## src/sv/scwd_pkg.sv

```systemverilog
// Package for the serial command window decoder.
// Holds event codes, command characters and the decode result type.
// No dependencies.
`timescale 1ns / 1ps

package scwd_pkg;

    // Depth of the received-byte window and the width of its fill count.
    localparam int unsigned WinLen = 6;
    localparam int unsigned SeenW  = 3;

    // Command characters.
    localparam logic [7:0] ChS_LO = 8'h73; // 's'
    localparam logic [7:0] ChD_LO = 8'h64; // 'd'
    localparam logic [7:0] ChT_UP = 8'h54; // 'T'
    localparam logic [7:0] ChC_UP = 8'h43; // 'C'
    localparam logic [7:0] ChD_UP = 8'h44; // 'D'
    localparam logic [7:0] ChR_UP = 8'h52; // 'R'
    localparam logic [7:0] ChS_UP = 8'h53; // 'S'
    localparam logic [7:0] ChT_LO = 8'h74; // 't'

    // Kind of an input item.
    localparam logic KindByte = 1'b0;
    localparam logic KindTick = 1'b1;

    // Event codes carried with each result item.
    typedef enum logic [2:0] {
        EV_ECHO  = 3'd0,
        EV_TIME  = 3'd1,
        EV_DUMP  = 3'd2,
        EV_LIST  = 3'd3,
        EV_RESET = 3'd4
    } t_event;

    // Outcome of decoding one input item.
    typedef struct packed {
        logic        valid;  // the item causes result items
        t_event      ev;
        logic        single; // one result item, else four bytes of word
        logic [31:0] word;   // bytes to send, lowest first; zero for single
    } t_result;

endpackage

```

## src/sv/scwd_core.sv

```systemverilog
// Window, byte count and timestamp state with the command decoder.
// Depends on scwd_pkg.
`timescale 1ns / 1ps

module scwd_core (
    input  logic                i_clk,
    input  logic                i_rst_n,
    input  logic                i_take,  // commit the presented item
    input  logic                i_kind,
    input  logic [7:0]          i_byte,
    output scwd_pkg::t_result   o_res
);

    logic [7:0]                  r_win [scwd_pkg::WinLen];
    logic [scwd_pkg::SeenW-1:0]  r_seen;
    logic [31:0]                 r_stamp;
    logic                        r_running;

    logic [7:0]                  w [scwd_pkg::WinLen];
    logic [scwd_pkg::SeenW-1:0]  seen_inc;
    logic                        full;
    logic                        m_dump, m_sync, m_time, m_list, m_rst, any_match;
    logic [31:0]                 sync_word;

    // Window as it stands after shifting in the presented byte.
    always_comb begin
        for (int i = 0; i < scwd_pkg::WinLen - 1; i++) begin
            w[i] = r_win[i+1];
        end
        w[scwd_pkg::WinLen-1] = i_byte;
    end

    assign seen_inc = (r_seen == scwd_pkg::SeenW'(scwd_pkg::WinLen)) ? r_seen
                                                                     : r_seen + 1'b1;
    assign full     = (seen_inc == scwd_pkg::SeenW'(scwd_pkg::WinLen));
    assign sync_word = {w[5], w[4], w[3], w[2]};

    // Command matches on the oldest bytes, in priority order.
    always_comb begin
        logic byte_full;
        byte_full = (i_kind == scwd_pkg::KindByte) && full;
        m_dump = byte_full && w[0] == scwd_pkg::ChS_LO && w[1] == scwd_pkg::ChD_LO;
        m_sync = byte_full && !m_dump
                 && w[0] == scwd_pkg::ChT_UP && w[1] == scwd_pkg::ChC_UP;
        m_time = byte_full && !m_dump && !m_sync
                 && w[0] == scwd_pkg::ChC_UP && w[1] == scwd_pkg::ChT_UP;
        m_list = byte_full && !m_dump && !m_sync && !m_time
                 && w[0] == scwd_pkg::ChD_UP && w[1] == scwd_pkg::ChS_LO
                 && w[2] == scwd_pkg::ChT_UP;
        m_rst  = byte_full && !m_dump && !m_sync && !m_time && !m_list
                 && w[0] == scwd_pkg::ChR_UP && w[1] == scwd_pkg::ChS_UP
                 && w[2] == scwd_pkg::ChT_LO;
        any_match = m_dump || m_sync || m_time || m_list || m_rst;
    end

    // Result of the presented item.
    always_comb begin
        o_res.valid  = any_match;
        o_res.single = !(m_sync || m_time);
        o_res.word   = 32'd0;
        o_res.ev     = scwd_pkg::EV_DUMP;
        if (m_sync) begin
            o_res.ev   = scwd_pkg::EV_ECHO;
            o_res.word = sync_word;
        end else if (m_time) begin
            o_res.ev   = scwd_pkg::EV_TIME;
            o_res.word = r_stamp;
        end else if (m_list) begin
            o_res.ev   = scwd_pkg::EV_LIST;
        end else if (m_rst) begin
            o_res.ev   = scwd_pkg::EV_RESET;
        end
    end

    // State update when the item is committed.
    always_ff @(posedge i_clk) begin
        if (!i_rst_n) begin
            for (int i = 0; i < scwd_pkg::WinLen; i++) begin
                r_win[i] <= 8'd0;
            end
            r_seen    <= '0;
            r_stamp   <= 32'd0;
            r_running <= 1'b0;
        end else if (i_take) begin
            if (i_kind == scwd_pkg::KindTick) begin
                if (r_running) begin
                    r_stamp <= r_stamp + 32'd1;
                end
            end else if (any_match) begin
                for (int i = 0; i < scwd_pkg::WinLen; i++) begin
                    r_win[i] <= 8'd0;
                end
                r_seen <= '0;
                if (m_sync) begin
                    r_stamp   <= sync_word;
                    r_running <= 1'b1;
                end
            end else begin
                for (int i = 0; i < scwd_pkg::WinLen; i++) begin
                    r_win[i] <= w[i];
                end
                r_seen <= seen_inc;
            end
        end
    end

endmodule

```

## src/sv/serial_command_window_decoder.sv

```systemverilog
// Top level of the serial command window decoder: input register,
// decoder core and transmit register. Depends on scwd_pkg and scwd_core.
//
//  Channel  | Direction | Contents
//  s_axis   | in        | tdata = rx_byte[7:0]; tuser = cmd (1 = tick)
//  m_axis   | out       | tdata = out_byte[7:0]; tuser = event_res[2:0]; tlast = last
//
// An item passes the input register and is decoded in the next cycle.
// Ticks and bytes that match no command are committed back to back. A matched
// command loads the transmit register; while m_axis_tready is high it sends
// one result item per cycle: four for a sync echo or time report, one otherwise.
// A command item waits in the input register until the transmit register is
// free; synchronous active-low reset clears valid flags, r_out_idx and core state.
`timescale 1ns / 1ps

module serial_command_window_decoder (
    input  logic       i_clk,
    input  logic       i_rst_n,
    input  logic       s_axis_tvalid,
    output logic       s_axis_tready,
    input  logic [7:0] s_axis_tdata,  // [7:0] rx_byte
    input  logic [0:0] s_axis_tuser,  // [0] cmd
    output logic       m_axis_tvalid,
    input  logic       m_axis_tready,
    output logic [7:0] m_axis_tdata,  // [7:0] out_byte
    output logic [2:0] m_axis_tuser,  // [2:0] event_res
    output logic       m_axis_tlast
);

    logic              r_in_valid;
    logic              r_in_kind;
    logic [7:0]        r_in_byte;

    logic              r_out_valid;
    scwd_pkg::t_event  r_out_ev;
    logic              r_out_single;
    logic [31:0]       r_out_word;
    logic [1:0]        r_out_idx;

    scwd_pkg::t_result res;
    logic              out_last;
    logic              out_pop;
    logic              out_free;
    logic              take;

    // Transmit side status.
    assign out_last = r_out_single || (r_out_idx == 2'd3);
    assign out_pop  = r_out_valid && m_axis_tready;
    assign out_free = !r_out_valid || (out_pop && out_last);

    // Commit the held item unless it has results and the transmitter is busy.
    assign take          = r_in_valid && (!res.valid || out_free);
    assign s_axis_tready = !r_in_valid || take;

    scwd_core u_core (
        .i_clk   (i_clk),
        .i_rst_n (i_rst_n),
        .i_take  (take),
        .i_kind  (r_in_kind),
        .i_byte  (r_in_byte),
        .o_res   (res)
    );

    // Input register.
    always_ff @(posedge i_clk) begin
        if (!i_rst_n) begin
            r_in_valid <= 1'b0;
        end else if (s_axis_tready) begin
            r_in_valid <= s_axis_tvalid;
        end
    end

    always_ff @(posedge i_clk) begin
        if (s_axis_tready && s_axis_tvalid) begin
            r_in_kind <= s_axis_tuser[0];
            r_in_byte <= s_axis_tdata;
        end
    end

    // Transmit register: shifts out one byte per accepted result item.
    always_ff @(posedge i_clk) begin
        if (!i_rst_n) begin
            r_out_valid <= 1'b0;
            r_out_idx   <= 2'd0;
        end else if (take && res.valid) begin
            r_out_valid <= 1'b1;
            r_out_idx   <= 2'd0;
        end else if (out_pop) begin
            r_out_valid <= !out_last;
            r_out_idx   <= r_out_idx + 2'd1;
        end
    end

    always_ff @(posedge i_clk) begin
        if (take && res.valid) begin
            r_out_ev     <= res.ev;
            r_out_single <= res.single;
            r_out_word   <= res.word;
        end else if (out_pop) begin
            r_out_word   <= {8'd0, r_out_word[31:8]};
        end
    end

    assign m_axis_tvalid = r_out_valid;
    assign m_axis_tdata  = r_out_word[7:0];
    assign m_axis_tuser  = r_out_ev;
    assign m_axis_tlast  = out_last;

endmodule
```

## config.mk

```make
export PLATFORM = sky130hd
export DESIGN_NAME = serial_command_window_decoder
export DESIGN_NICKNAME = d
export VERILOG_FILES = /design/src/sv/scwd_pkg.sv /design/src/sv/scwd_core.sv /design/src/sv/serial_command_window_decoder.sv
export SDC_FILE = /design/constraint.sdc
export NUM_CORES = 1
export LEC_CHECK = 0
export ABC_AREA = 1
export BUFFER_PORTS_ARGS = -buffer_cell sky130_fd_sc_hd__buf_2
export CAP_MARGIN = 15
export CORE_MARGIN = 2
export CORE_UTILIZATION = 55
export DETAILED_ROUTE_END_ITERATION = 12
export GPL_TIMING_DRIVEN = 0
export PLACE_DENSITY = 0.84
export SLEW_MARGIN = 20
export SYNTH_ARGS = -nofsm -noshare
export SYNTH_HDL_FRONTEND = slang
export SYNTH_SLANG_ARGS = --single-unit
```

## constraint.sdc

```tcl
create_clock -name i_clk -period 3.2 [get_ports i_clk]
set_clock_uncertainty 0.15 [all_clocks]
set_input_delay 0.32 -clock i_clk [delete_from_list [all_inputs] [get_ports i_clk]]
set_output_delay 0.32 -clock i_clk [all_outputs]
set_load 0.005 [all_outputs]
```

# --- After elaboration in Yosys (flattened, before gate mapping) ---
# Memory sizes are Yosys's and may differ from the RTL's.
# Index checks and enable logic that the tools add are counted.
op_classes:
  addsub: 3
  eq_ne: 16
  muxes: 38
  bitwise: 14
  reduce_logical: 49
ops:
  columns: ["operator", "count"]
  rows:
  - ["2-to-1 mux 32 bit", 8]
  - ["== test 8 x 7 -> 1 bit (second input constant)", 12]
  - ["2-to-1 mux 8 bit", 12]
  - ["adder 32 x 1 -> 32 bit (second input constant)", 1]
  - ["logical AND 1 bit", 22]
  - ["2-to-1 mux 1 bit", 14]
  - ["bitwise OR 1 bit", 12]
  - ["zero test 1 bit", 9]
  - ["logical OR 1 bit", 9]
  - ["2-to-1 mux 3 bit", 3]
  - ["AND reduction 4 bit", 2]
  - ["== test 3 bit (second input constant)", 2]
  - ["nonzero test 2 bit", 3]
  - ["OR reduction 2 bit", 2]
  - ["adder 3 x 1 -> 3 bit (second input constant)", 1]
  - ["OR reduction 3 bit", 1]
  - ["adder 2 x 1 -> 2 bit (second input constant)", 1]
  - ["== test 2 bit (second input constant)", 1]
  - ["2-to-1 mux 2 bit", 1]
  - ["inequality test 2 x 1 -> 1 bit (second input constant)", 1]
  - ["NOT 1 bit", 2]
  - ["AND reduction 2 bit", 1]
totals:
  reg_bits: 85
  ramBits: 48
  input_bits: 13
  n_memories: 1
memory_table:
  columns: ["memory", "words", "width", "read_ports", "rd_ports_with_merged_regs", "wr", "line_no", "source"]
  rows:
  - ["u_core.r_win", 6, 8, 5, 0, 6, "scwd_core.sv:14", "logic [7:0] r_win [scwd_pkg::WinLen];"]

# --- Longest topological paths before layout ---
# Gate-level depths: netlist (run 1).
logic_depth:
  ltp_word: 33
  ltp_mapped: 14
  depth_no_buf: 13

# --- Modules after synthesis ---
# Synthesis (run 1) repeated with hierarchy kept, for this count alone.
unflattened:
  cells_unflattened: 845
  area_unflattened_um2: 6890.4
modules_own_cells:
  columns: ["module", "instances", "cells_per_inst", "area_each_um2", "seq_area_each_um2"]
  rows:
  - ["scwd_core", 1, 658, 4765.8, 1921.8]
  - ["serial_command_window_decoder", 1, 187, 2124.5, 1431.4]

# --- Least setup slack after synthesis (run 1) ---
# No wires, ideal clock.
synth_timing:
  path_type: "flip-flop to flip-flop"
  startpoint: "register u_core.r_seen[0] (netlist bit)"
  endpoint: "memory u_core.r_win[1][2] (netlist: u_core.r_win[0][10]), enable pin"
  setup_time_ps: 577
  arrival_time_ps: 2117
  required_time_ps: 2473
  slack_ps: 356
  path_stages_with_launch: 10
  period_less_slack_ps: 2844
  path_cell_list: "dfxtp_1 inv_2 ha_1 nand2_2 xor2_2 nand2_2 nor2_8 nand2_1 nand2_2 nand3_1"
synth_lines:
  columns: ["element", "line_no", "source"]
  rows:
  - ["start: declaration", "scwd_core.sv:15", "logic [scwd_pkg::SeenW-1:0] r_seen;"]
  - ["start signal: assignment", "scwd_core.sv:102", "r_seen <= seen_inc;"]
  - ["end: declaration", "scwd_core.sv:14", null]

==> results.rst, run 1 <==
.. list-table::
   :header-rows: 1

   * - Metric
     - Value
   * - Result of the run
     - finished clean
   * - Number of buffer cells added on primary ports
     - 25
   * - Largest area contributor in the netlist
     - sky130_fd_sc_hd__edfxtp_1
   * - Top cells by area, synth
     - sky130_fd_sc_hd__edfxtp_1 (37%), sky130_fd_sc_hd__dfxtp_1 (12%), sky130_fd_sc_hd__nand2_1 (11%)
   * - Share of synthesized registers carrying an async set or reset
     - 0%
   * - WP data required
     - between 3000 and 4000 ps
   * - Setup Buffers After CTS
     - 0
   * - Number of antenna violations at the first check in global routing
     - 0
   * - Residual DRC count
     - 0
   * - Fin worst setup slack
     - 208 ps
   * - Clock period minus final worst setup slack
     - 2990 ps
   * - Worst Max-Slew Pin Slew
     - between 700 and 800 ps
   * - Area share of the largest cell type after synthesis
     - 36.9%
   * - Clock slew at the register clock pins of the worst setup and hold paths
     - around 50 ps
   * - Worst min path class
     - in2reg
   * - Clock network latency to the later pin of the worst-skew pair
     - between 400 and 500 ps
   * - Crit Path Category
     - reg2reg
   * - Avg Vias per Cell
     - between 5 and 6
   * - Buffers from clock root to sink, at most
     - 2
   * - #FFs+latches synth
     - 125
   * - Largest net degree at the start of global routing
     - 33
   * - Syn nets
     - 893
   * - Number of iterations in the first detailed-routing pass
     - 5
   * - Worst Setup Start Kind
     - register
   * - Top FF cell, synth
     - sky130_fd_sc_hd__edfxtp_1
   * - Count leader, synth
     - sky130_fd_sc_hd__nand2_1
   * - Weighted congestion reported at the end of routability-driven placement
     - between 1 and 1.5
   * - Max transition margin
     - 49.3%
   * - Top achievable clock speed
     - ~330 MHz
   * - Relative area change from synthesis to final layout
     - 15.7%
   * - Max-Cap Viols
     - 0
   * - Diodes inserted
     - 0
   * - Worst-case hold slack
     - 19.4 ps
   * - Cell area after synthesis
     - about 6900 µm²
   * - Synth warn
     - 0
   * - Width of the die
     - 116 µm
   * - Global-route wire length before repair
     - 30100 µm
   * - Power density normalized to cell area
     - 500 nW/µm²
   * - Die Footprint
     - 13500 µm²
   * - Ratio of cells with drive above 1 in the final layout
     - 13.0%
   * - Finished Core Util
     - 65.7%
   * - CTS buffer count
     - 17
   * - Unrepaired setup endpoints after global routing
     - false
   * - Final Cycle Share
     - 93.5%
   * - Share of synthesized area occupied by flip-flops and latches
     - 48.5%
   * - Most frequent cells after synthesis
     - sky130_fd_sc_hd__nand2_1 (207), sky130_fd_sc_hd__nor2_1 (146), sky130_fd_sc_hd__inv_1 (135)
   * - H-tree depth
     - 4
   * - Post-Synthesis Cells
     - 876
   * - Starting density of the core
     - 56.8%
   * - Total routing resource utilization after global routing
     - 30.7%
   * - Aggregate routed wire length
     - 19200 µm
   * - Leakage power figure
     - 3.41 nW
   * - Cell at the root of the clock tree
     - sky130_fd_sc_hd__clkbuf_16
   * - Wire length per cell after detailed routing
     - between 15 and 20 µm
   * - Number of vias in the routed layout
     - around 6000
   * - Number of global-route vias before repair
     - 5713
   * - Syn_area_per_cell
     - approximately 7.9 µm²
   * - Final count of pins violating max slew
     - 0
   * - Die extent in y
     - 116 µm
   * - Placement Rows
     - 40
   * - Core region area
     - 12200 µm²
   * - Post-synth EDFFs
     - 85
   * - Leftover overflow at the end of global routing
     - 0
   * - # setup viols final
     - 0
   * - Antenna viol nets, final
     - 0
   * - Final-report hold violation count
     - 0
   * - WP data arrival
     - roughly 2900 ps
   * - CTS Sinks
     - 125
   * - Clock tree from TritonCTS
     - done
   * - Violation count after the first detailed-routing iteration
     - 587
   * - Worst Path Max Fanout
     - 32
   * - Max VDD drop
     - 0.000339 V
   * - Category of the worst setup path capture point
     - register
   * - Ports
     - 27
   * - Post-placement setup slack
     - 252 ps
   * - Half-perimeter wire length of the detailed placement result
     - 14400 µm
   * - Layout net count
     - ~950
   * - Distinct cell type count of the synthesized netlist
     - 36
## timing repair
action                                  4_1_cts  5_1_grt
hold buffers                                  9        0
endpoints found under the setup margin        0        0
endpoints found under the hold margin         9        0
resized for setup                             0        0
## flip-flops by register name, summed over array words and instances (netlist names), 2 cells and up
name            cells
u_core.r_win       40
r_out_word         32
u_core.r_stamp     32
r_in_byte           8
m_axis_tuser        3
u_core.r_seen       3
r_out_idx           2
## critical path: stages, from the launching register on
cell	delay [ps]
sky130_fd_sc_hd__edfxtp_1	360
sky130_fd_sc_hd__inv_1	170
sky130_fd_sc_hd__nand2_1	80
sky130_fd_sc_hd__nor2_1	170
sky130_fd_sc_hd__nor3b_1	200
sky130_fd_sc_hd__nand2_1	150
sky130_fd_sc_hd__nand3_4	150
sky130_fd_sc_hd__nand4_2	270
sky130_fd_sc_hd__buf_2	310
sky130_fd_sc_hd__nand2_2	580
## path summary, 6_finish.rpt
check	from	endpoint	slack (ps)	cells after the start
setup / recovery	u_core.r_win[0][27]	r_out_word[6]	210	9
hold reg to reg	r_out_idx[1]	r_out_idx[1]	320	2
hold / removal	m_axis_tready	r_out_idx[1]	20	3
setup reg to reg	u_core.r_win[0][27]	r_out_word[6]	210	9
## routing by layer
layer,vias up,part of all wire (%),GRT usage (%)
li1,2886,-,-
met1,2774,41,37.6
met2,255,48,51.9
met3,53,5.9,6.02
met4,0,4.5,15.9
met5,-,0,0
## where the power goes
part           internal (W)  leakage, nW  switching (W)  total, W
Combinational     0.0000427         1.96       0.000114  0.000157
Sequential          0.00176         1.15      0.0000215   0.00178
Clock               0.00132        0.302       0.000744   0.00207
## area by class of cell
cell class	instances	area [µm²]
clock inverters	14	191
flip-flops and latches	125	3350
clock buffers	18	439
fillers	1037	4170
multi-input cells	570	2800
repair buffers	35	235
inverters	141	529
plain buffers	40	233
well taps	168	210
## per-stage QoR
step	TNS, ps	std cells	power, W	cell area (µm²)
global route	0	1111	0.00410	8000
detailed placement	0	1070	0.00195	7270
CTS	0	1111	0.00401	8000
floorplan	0	876	0.00190	6910
global placement	-17870	1069	0.00195	7250
finish	0	1111	0.00400	8000
## logic make-up after synthesis
| group | synth area share, % |
|---|---|
| and+or+nand+nor | 27.6 |
| DFF | 48.5 |
| xor gates and xnor gates | 3.15 |
| adders and majority gates | 0.724 |
| buffers and inverters | 11.0 |
| AOI/OAI and AO/OA | 8.98 |
## cell usage in the layout (no fill, tap or decap), drive strengths merged
cell type and instances:
nor3b 2, nand3b 1, xor2 24, nand3 28, a31oi 2, clkbuf 28
buf 56, nand2 210, o22ai 24, a22oi 8, nor2 168, inv 142
o21bai 1, a21oi 5, clkinvlp 2, ha 4, o21a 24, clkinv 7
o21ai 34, bufinv 4, dfxtp 40, dlygate4sd3 9, nor4 1, nand4 15
edfxtp 85, nor3 19
No activity file was read; power rests on OpenSTA's default activity.
==> run 2: changes to the inputs <==
--- a/config.mk
+++ b/config.mk
@@ -6,13 +6,14 @@
 export NUM_CORES = 1
 export LEC_CHECK = 0
 export ABC_AREA = 1
-export BUFFER_PORTS_ARGS = -buffer_cell sky130_fd_sc_hd__buf_2
 export CAP_MARGIN = 15
 export CORE_MARGIN = 2
 export CORE_UTILIZATION = 55
+export CTS_CLUSTER_DIAMETER = 200
 export DETAILED_ROUTE_END_ITERATION = 12
+export DONT_BUFFER_PORTS = 1
 export GPL_TIMING_DRIVEN = 0
-export PLACE_DENSITY = 0.84
+export PLACE_DENSITY = 0.82
 export SLEW_MARGIN = 20
 export SYNTH_ARGS = -nofsm -noshare
 export SYNTH_HDL_FRONTEND = slang
==> results.rst, run 2 (synthesis gave the netlist of run 1 again) <==
.. list-table::
   :header-rows: 1

   * - Metric
     - Value
   * - Category of the worst setup path capture point
     - register
   * - Setup Buffers After CTS
     - 0 (unchanged)
   * - CTS Sinks
     - 125 (unchanged)
   * - Buffers from clock root to sink, at most
     - 2 (unchanged)
   * - Final-report hold violation count
     - 0 (unchanged)
   * - Residual DRC count
     - 0 (unchanged)
   * - Portion of total power attributed to the clock network
     - 50.1% (-1.6 points)
   * - Fin worst setup slack
     - 217 ps (+8.38 ps)
   * - Sw Pwr
     - 0.000912 W (+3.6%)
   * - Clock tree from TritonCTS
     - done
   * - Worst Max-Slew Pin Slew
     - 739 ps (-19.3 ps)
   * - Worst min path class
     - in2reg
   * - Placement Rows
     - 40 (unchanged)
   * - Starting density of the core
     - 56.8% (unchanged)
   * - Number of vias in the routed layout
     - 5843 (-2.1%)
   * - Top register by number of flip-flops
     - u_core.r_win
   * - Relative area change from synthesis to final layout
     - 13.7%
   * - WP data arrival
     - 2900 ps (about the same)
   * - Worst Path Max Fanout
     - 32 (unchanged)
   * - WP data required
     - 3120 ps (about the same)
   * - Unrepaired setup endpoints after global routing
     - false
   * - Top achievable clock speed
     - 335 MHz (+0.28%)
   * - Ports
     - 27 (unchanged)
   * - Fillers
     - 1039 (+0.19%)
   * - Leftover overflow at the end of global routing
     - 0 (unchanged)
   * - Max-Cap Viols
     - 0 (unchanged)
   * - Critical Path, Cell by Cell
     - inv_1 -> nand2_1 -> nor2_1 -> nor3b_1 -> nand2_1 -> nand3_4 -> nand4_2 -> buf_2 -> nand2_2
   * - PnR Total Power
     - 0.00387 W (-3.3%)
   * - Antenna viol nets, final
     - 0 (unchanged)
   * - Internal Power
     - 0.00296 W (-5.2%)
   * - Weighted congestion reported at the end of routability-driven placement
     - 1.04 (+2.3%)
   * - Final count of pins violating max slew
     - 0 (unchanged)
   * - Avg Vias per Cell
     - 5.37 (about the same)
   * - Core region area
     - 12200 µm² (unchanged)
   * - Half-perimeter wire length of the detailed placement result
     - 14000 µm (-2.7%)
   * - Most common cell after layout, fill and taps aside
     - sky130_fd_sc_hd__nand2_1
   * - Clock period minus final worst setup slack
     - 2980 ps (-8.38 ps)
   * - Result of the run
     - finished clean
   * - Biggest cell delay along the critical path
     - 570 ps (about the same)
   * - Clock slew at the register clock pins of the worst setup and hold paths
     - 60 ps (about the same)
   * - Most frequent cells in the layout
     - sky130_fd_sc_hd__nand2_1 (206), sky130_fd_sc_hd__nor2_1 (146), sky130_fd_sc_hd__inv_1 (135)
   * - Wire length per cell after detailed routing
     - 17.4 µm (+0.46%)
   * - Worst Setup Start Kind
     - register
   * - Clock network latency to the later pin of the worst-skew pair
     - 440 ps (about the same)
   * - Final Cycle Share
     - 93.2% (-0.26 points)
   * - Diodes inserted
     - 0 (unchanged)
   * - CTS buffer count
     - 17 (unchanged)
   * - Width of the die
     - 116 µm (unchanged)
   * - Number of buffer cells added on primary ports
     - 0 (-100%)
   * - Number of antenna violations at the first check in global routing
     - 0 (unchanged)
   * - Cell at the root of the clock tree
     - sky130_fd_sc_hd__clkbuf_16
   * - Number of iterations in the first detailed-routing pass
     - 7 (+2)
   * - Most common cell type on the critical path
     - sky130_fd_sc_hd__nand2_1
   * - Number of global-route vias before repair
     - 5613 (-1.8%)
   * - Largest net degree at the start of global routing
     - 33 (unchanged)
   * - Flop pwr share
     - 45.9% (+1.5 points)
   * - Worst path slowest cell
     - sky130_fd_sc_hd__nand2_2
   * - Violation count after the first detailed-routing iteration
     - 517 (-12%)
   * - Die Footprint
     - 13500 µm² (unchanged)
   * - Proportion of power drawn by combinational gates
     - 4.0% (about the same)
   * - Max reg flops
     - 40 (unchanged)
   * - Leading registers by flop count
     - u_core.r_win x40, r_out_word x32, u_core.r_stamp x32
   * - # setup viols final
     - 0 (unchanged)
   * - Total routing resource utilization after global routing
     - 30.1% (-0.62 points)
   * - Power density normalized to cell area
     - 492 nW/µm² (-1.6%)
   * - Layout net count
     - 924 (-2.4%)
   * - Die extent in y
     - 116 µm (unchanged)
   * - Global-route wire length before repair
     - 29500 µm (-2.1%)
   * - Leakage power figure
     - 3.32 nW (-2.7%)
   * - Crit Path Category
     - reg2reg
   * - Ratio of cells with drive above 1 in the final layout
     - 10.8% (-2.3 points)
   * - H-tree depth
     - 4 (unchanged)
   * - Switching Share
     - 23.6% (+1.6 points)
   * - Aggregate routed wire length
     - 18900 µm (-1.6%)
   * - Max transition margin
     - 50.6% (+1.3 points)
   * - Post-placement setup slack
     - 209 ps (-43.8 ps)
   * - Max VDD drop
     - 0.000402 V (+19%)
==> run 2: layout make-up <==
cell class,instances,area [µm²],area share [%]
flip-flops and latches,125,3350,42.7
clock buffers,18,429,5.46
inverters,141,529,6.74
plain buffers,40,233,2.96
repair buffers,12,138,1.75
well taps,168,210,2.68
multi-input cells,570,2800,35.7
clock inverters,14,161,2.05
==> run 2: what timing repair did <==
item / 4_1_cts / 5_1_grt
endpoints found under the hold margin: 11 / 0
gates resized for setup: 0 / 0
hold buffers: 11 / 0
setup endpoints to repair: 0 / 0
==> run 2: worst paths after layout <==
path                             from             to  slack (ps)  cells past startpoint
hold / removal          m_axis_tready   r_out_idx[1]          80                      3
setup / recovery  u_core.r_win[0][27]  r_out_word[7]         220                      9
hold reg to reg          r_out_idx[1]   r_out_idx[1]         320                      2
setup reg to reg  u_core.r_win[0][27]  r_out_word[7]         220                      9
==> run 2: routing by layer <==
metal / global-route usage (%) / wire, µm / up-vias
met1: 36.8 / 7640 / 2637
met5: 0 / 0 / -
met2: 50.0 / 9020 / 289
met4: 15.6 / 919 / 0
met3: 7.06 / 1330 / 65
li1: - / - / 2852
==> run 2: worst max-delay path, delay by kind of cell, from the launching register on <==
kind | cells | cell delay (ps)
simple gates | 7 | 1600
flops | 1 | 360
buf+inv | 2 | 470
==> run 2: power by group through the flow <==
stage | clock [W] | sequential, W | combinational (W)
3_3_place_gp | 0 | 0.00181 | 0.000133
4_1_cts | 0.00194 | 0.00177 | 0.000151
2_1_floorplan | 0 | 0.00180 | 0.0000925
6_report | 0.00194 | 0.00178 | 0.000154
5_1_grt | 0.00201 | 0.00178 | 0.000169
3_5_place_dp | 0 | 0.00181 | 0.000140
==> run 2: metrics by stage <==
step	hold WS, ps	cell area [µm²]	utilization (%)	TNS (ps)	instances
floorplan	269	6910	-	0	876
CTS	64.3	7860	64.6	0	1088
finish	83.6	7860	64.6	0	1088
global placement	269	7120	58.6	-21170	1044
global route	133	7860	64.6	0	1088
detailed placement	269	7160	58.8	0	1045
==> run 3: changes to the inputs <==
--- a/config.mk
+++ b/config.mk
@@ -5,7 +5,6 @@
 export SDC_FILE = /design/constraint.sdc
 export NUM_CORES = 1
 export LEC_CHECK = 0
-export ABC_AREA = 1
 export CAP_MARGIN = 15
 export CORE_MARGIN = 2
 export CORE_UTILIZATION = 55
==> results.rst, run 3 <==
.. list-table::
   :header-rows: 1

   * - Metric
     - Value
   * - Result of the run
     - finished clean
   * - Worst Setup Start Kind
     - register
   * - Worst Path Max Fanout
     - 10 (-69%)
   * - Crit Reg-Reg Startpoint
     - u_core.r_win[0][29]
   * - Global-route wire length before repair
     - 28000 µm (-5.1%)
   * - Worst Reg2Reg Path Length in Cells
     - 7 (-2)
   * - Distinct cell type count of the synthesized netlist
     - 68 (+89%)
   * - Worst setup path endpoint
     - u_core.r_win[0][46]
   * - Share of synthesized area occupied by flip-flops and latches
     - 53.1% (+4.6 points)
   * - WP data arrival
     - 3190 ps (+290 ps)
   * - Fin worst setup slack
     - 146 ps (-71.2 ps)
   * - Die Footprint
     - 12400 µm² (-8.3%)
   * - Clock period minus final worst setup slack
     - 3050 ps (+71.2 ps)
   * - Top register by number of flip-flops
     - u_core.r_win
   * - Compound-gate portion of the synthesized area
     - 20.1% (+11 points)
   * - # setup viols final
     - 0 (unchanged)
   * - Clock tree from TritonCTS
     - done
   * - Proportion of power drawn by combinational gates
     - 4.4% (+0.4 points)
   * - Worst Max-Slew Pin Slew
     - 915 ps (+176 ps)
   * - Placement Rows
     - 39 (-2.5%)
   * - Layout net count
     - 677 (-27%)
   * - Top achievable clock speed
     - 327 MHz (-2.3%)
   * - Residual DRC count
     - 0 (unchanged)
   * - Aggregate routed wire length
     - 18000 µm (-5.1%)
   * - Syn nets
     - 642 (-28%)
   * - WP data required
     - 3340 ps (+220 ps)
   * - Max-Cap Viols
     - 0 (unchanged)
   * - Max reg flops
     - 40 (unchanged)
   * - CTS Sinks
     - 125 (unchanged)
   * - Violation count after the first detailed-routing iteration
     - 573 (+11%)
   * - CTS buffer count
     - 17 (unchanged)
   * - Max transition margin
     - 38.6% (-12 points)
   * - Final count of pins violating max slew
     - 0 (unchanged)
   * - Portion of total power attributed to the clock network
     - 48.8% (-1.3 points)
   * - Avg Vias per Cell
     - 6.57 (+22%)
   * - Clock network latency to the later pin of the worst-skew pair
     - 430 ps (about the same)
   * - Final-report hold violation count
     - 0 (unchanged)
   * - #FFs+latches synth
     - 125 (unchanged)
   * - Reg-to-Reg End
     - u_core.r_win[0][46]
   * - Most common cell after layout, fill and taps aside
     - sky130_fd_sc_hd__edfxtp_1
   * - Internal Power
     - 0.00302 W (+2.3%)
   * - Count of cells along the worst hold path
     - 3 (unchanged)
   * - Ports
     - 27 (unchanged)
   * - Area share of the largest cell type after synthesis
     - 40.4% (+3.5 points)
   * - Buffers from clock root to sink, at most
     - 2 (unchanged)
   * - Synth warn
     - 0 (unchanged)
   * - Top cells by area, synth
     - sky130_fd_sc_hd__edfxtp_1 (40%), sky130_fd_sc_hd__dfxtp_1 (13%), sky130_fd_sc_hd__and2_1 (4.3%)
   * - Number of antenna violations at the first check in global routing
     - 0 (unchanged)
   * - Finished Core Util
     - 64.5% (-0.14 points)
   * - H-tree depth
     - 4 (unchanged)
   * - Post-Synthesis Cells
     - 625 (-29%)
   * - Diodes inserted
     - 0 (unchanged)
   * - Cell area after synthesis
     - 6320 µm² (-8.6%)
   * - Largest family of logic cells by synthesized area
     - simple AND/OR/NAND/NOR gates
   * - Crit Path Category
     - reg2reg
   * - Width of the die
     - 111 µm (-4.3%)
   * - Total routing resource utilization after global routing
     - 29.6% (-0.52 points)
   * - Number of iterations in the first detailed-routing pass
     - 6 (-1)
   * - Post-synthesis share of cell area spent on full adders, half adders and majority gates
     - 0.792% (+0.068 points)
   * - Max VDD drop
     - 0.000421 V (+4.7%)
   * - Register-to-Register Setup Slack
     - 150 ps (-70 ps)
   * - Die extent in y
     - 111 µm (-4.3%)
   * - Core region area
     - 11300 µm² (-6.9%)
   * - Unrepaired setup endpoints after global routing
     - false
   * - Aggregate negative setup slack
     - 0 ps (unchanged)
   * - Half-perimeter wire length of the detailed placement result
     - 12300 µm (-12%)
   * - Largest net degree at the start of global routing
     - 33 (unchanged)
   * - Sw Pwr
     - 0.000828 W (-9.2%)
   * - Category of the worst setup path capture point
     - register
   * - Fillers
     - 875 (-16%)
   * - Ratio of cells with drive above 1 in the final layout
     - 11.3% (+0.53 points)
   * - Switching Share
     - 21.5% (-2.1 points)
   * - Critical path startpoint
     - u_core.r_win[0][29]
   * - Number of vias in the routed layout
     - 5363 (-8.2%)
   * - Final Cycle Share
     - 95.4% (+2.2 points)
   * - Mux cell area share after synthesis
     - 0.495% (+0.50 points)
   * - Clock slew at the register clock pins of the worst setup and hold paths
     - 50 ps (about the same)
   * - Top FF cell, synth
     - sky130_fd_sc_hd__edfxtp_1
   * - Post-synth EDFFs
     - 85 (unchanged)
   * - Leftover overflow at the end of global routing
     - 0 (unchanged)
   * - Number of buffer cells added on primary ports
     - 0 (unchanged)
   * - Most frequent cells after synthesis
     - sky130_fd_sc_hd__edfxtp_1 (85), sky130_fd_sc_hd__nand2_1 (70), sky130_fd_sc_hd__o21ai_0 (44)
   * - Most frequent cells in the layout
     - sky130_fd_sc_hd__edfxtp_1 (85), sky130_fd_sc_hd__nand2_1 (69), sky130_fd_sc_hd__and2_1 (43), sky130_fd_sc_hd__o21ai_0 (43), sky130_fd_sc_hd__clkbuf_1 (42)
   * - Leakage power figure
     - 2.40 nW (-28%)
   * - Largest area contributor in the netlist
     - sky130_fd_sc_hd__edfxtp_1
   * - Share of synthesized registers carrying an async set or reset
     - 0% (unchanged)
   * - Count leader, synth
     - sky130_fd_sc_hd__edfxtp_1
   * - Number of global-route vias before repair
     - 5145 (-8.3%)
   * - Relative area change from synthesis to final layout
     - 15.6%
   * - Post-synthesis xor/xnor area fraction
     - 0.139% (-3.0 points)
   * - Antenna viol nets, final
     - 0 (unchanged)
   * - Simple-gate share of the synthesized area
     - 20.4% (-7.2 points)
   * - Flop pwr share
     - 46.7% (+0.8 points)
   * - Power density normalized to cell area
     - 528 nW/µm² (+7.2%)
   * - Leading registers by flop count
     - u_core.r_win x40, r_out_word x32, u_core.r_stamp x32
   * - Weighted congestion reported at the end of routability-driven placement
     - 1.02 (-1.6%)
   * - Wire length per cell after detailed routing
     - 22.0 µm (+27%)
   * - Cell at the root of the clock tree
     - sky130_fd_sc_hd__clkbuf_16
   * - Post-placement setup slack
     - -120 ps (-328 ps)
   * - Syn_area_per_cell
     - 10.1 µm² (+28%)
   * - Starting density of the core
     - 55.8% (-1.0 points)
   * - Worst min path class
     - in2reg
   * - Worst-case hold slack
     - 58.0 ps (-25.7 ps)
==> run 3: cell count changes after synthesis, sizes merged, moves of 23 or more <==
cell	delta
a22oi	+25
and2	+43
clkbuf	+27
inv	-123
nand2	-139
nor2	-143
xor2	-23
==> run 3: what timing repair did <==
action / in CTS / in global routing
hold buffers: 11 / 0
endpoints found under the setup margin: 61 / 74
pin swaps: 1 / 0
endpoints found under the hold margin: 11 / 0
setup buffers: 3 / 0
resized for setup: 2 / 9
==> run 3: cells by family after synthesis <==
group                      Yosys count
and+or+nand+nor                    237
AOI/OAI and AO/OA                  186
DFF                                125
buffers and inverters               69
adders and majority gates            4
muxes                                3
xor gates and xnor gates             1
==> run 3: through the flow <==
step                      cell area [µm²]  power [W]  std cells
final                                7300    0.00385        816
after global routing                 7300    0.00394        816
after CTS                            7270    0.00385        816
after detailed placement             6540    0.00198        770
after global placement               6510    0.00198        768
after floorplan                      6330    0.00192        625
==> run 3: power groups by stage <==
| stage | combinational (W) | sequential (W) | clock [W] |
|---|---|---|---|
| global route | 0.000181 | 0.00180 | 0.00196 |
| finish | 0.000171 | 0.00180 | 0.00188 |
| floorplan | 0.000104 | 0.00181 | 0 |
| global placement | 0.000146 | 0.00183 | 0 |
| CTS | 0.000163 | 0.00180 | 0.00189 |
| detailed placement | 0.000152 | 0.00183 | 0 |
==> run 3: critical path, stage by stage, from the launching register on <==
cell	delay (ps)
sky130_fd_sc_hd__edfxtp_1	510
sky130_fd_sc_hd__and4b_1	250
sky130_fd_sc_hd__nand4_1	130
sky130_fd_sc_hd__a21oi_1	140
sky130_fd_sc_hd__o31ai_2	680
sky130_fd_sc_hd__and3_1	440
sky130_fd_sc_hd__clkbuf_1	420
sky130_fd_sc_hd__and2_1	200
==> run 3: metal layers <==
| layer | vias up | wire length, µm | share of wire (%) | track usage, % |
|---|---|---|---|---|
| met5 | - | 0 | 0 | 0 |
| met3 | 77 | 1560 | 8.7 | 6.45 |
| met1 | 2525 | 7090 | 39 | 37.5 |
| li1 | 2444 | - | - | - |
| met4 | 0 | 911 | 5.1 | 16.2 |
| met2 | 317 | 8390 | 47 | 47.3 |
==> run 3: area by class of cell <==
type                       count  area, µm²  share of cell area [%]
sequential                   125       3350                    45.9
timing repair buffer          16        175                    2.40
buffer                        51        248                    3.39
clock inverter                 9        121                    1.66
inverter                      18       67.6                   0.926
multi-input combinational    431       2710                    37.1
clock buffer                  23        448                    6.14
tap                          143        179                    2.45
==> run 3: how the worst min path moves through the flow <==
stage,startpoint,endpoint,slack (ps)
4_1_cts,m_axis_tready,r_out_idx[1],50
3_5_place_dp,s_axis_tdata[0],r_in_byte[0],270
5_1_grt,m_axis_tready,r_out_idx[1],80
6_report,m_axis_tready,r_out_idx[1],60
2_1_floorplan,s_axis_tdata[0],r_in_byte[0],270
3_3_place_gp,s_axis_tdata[0],r_in_byte[0],270
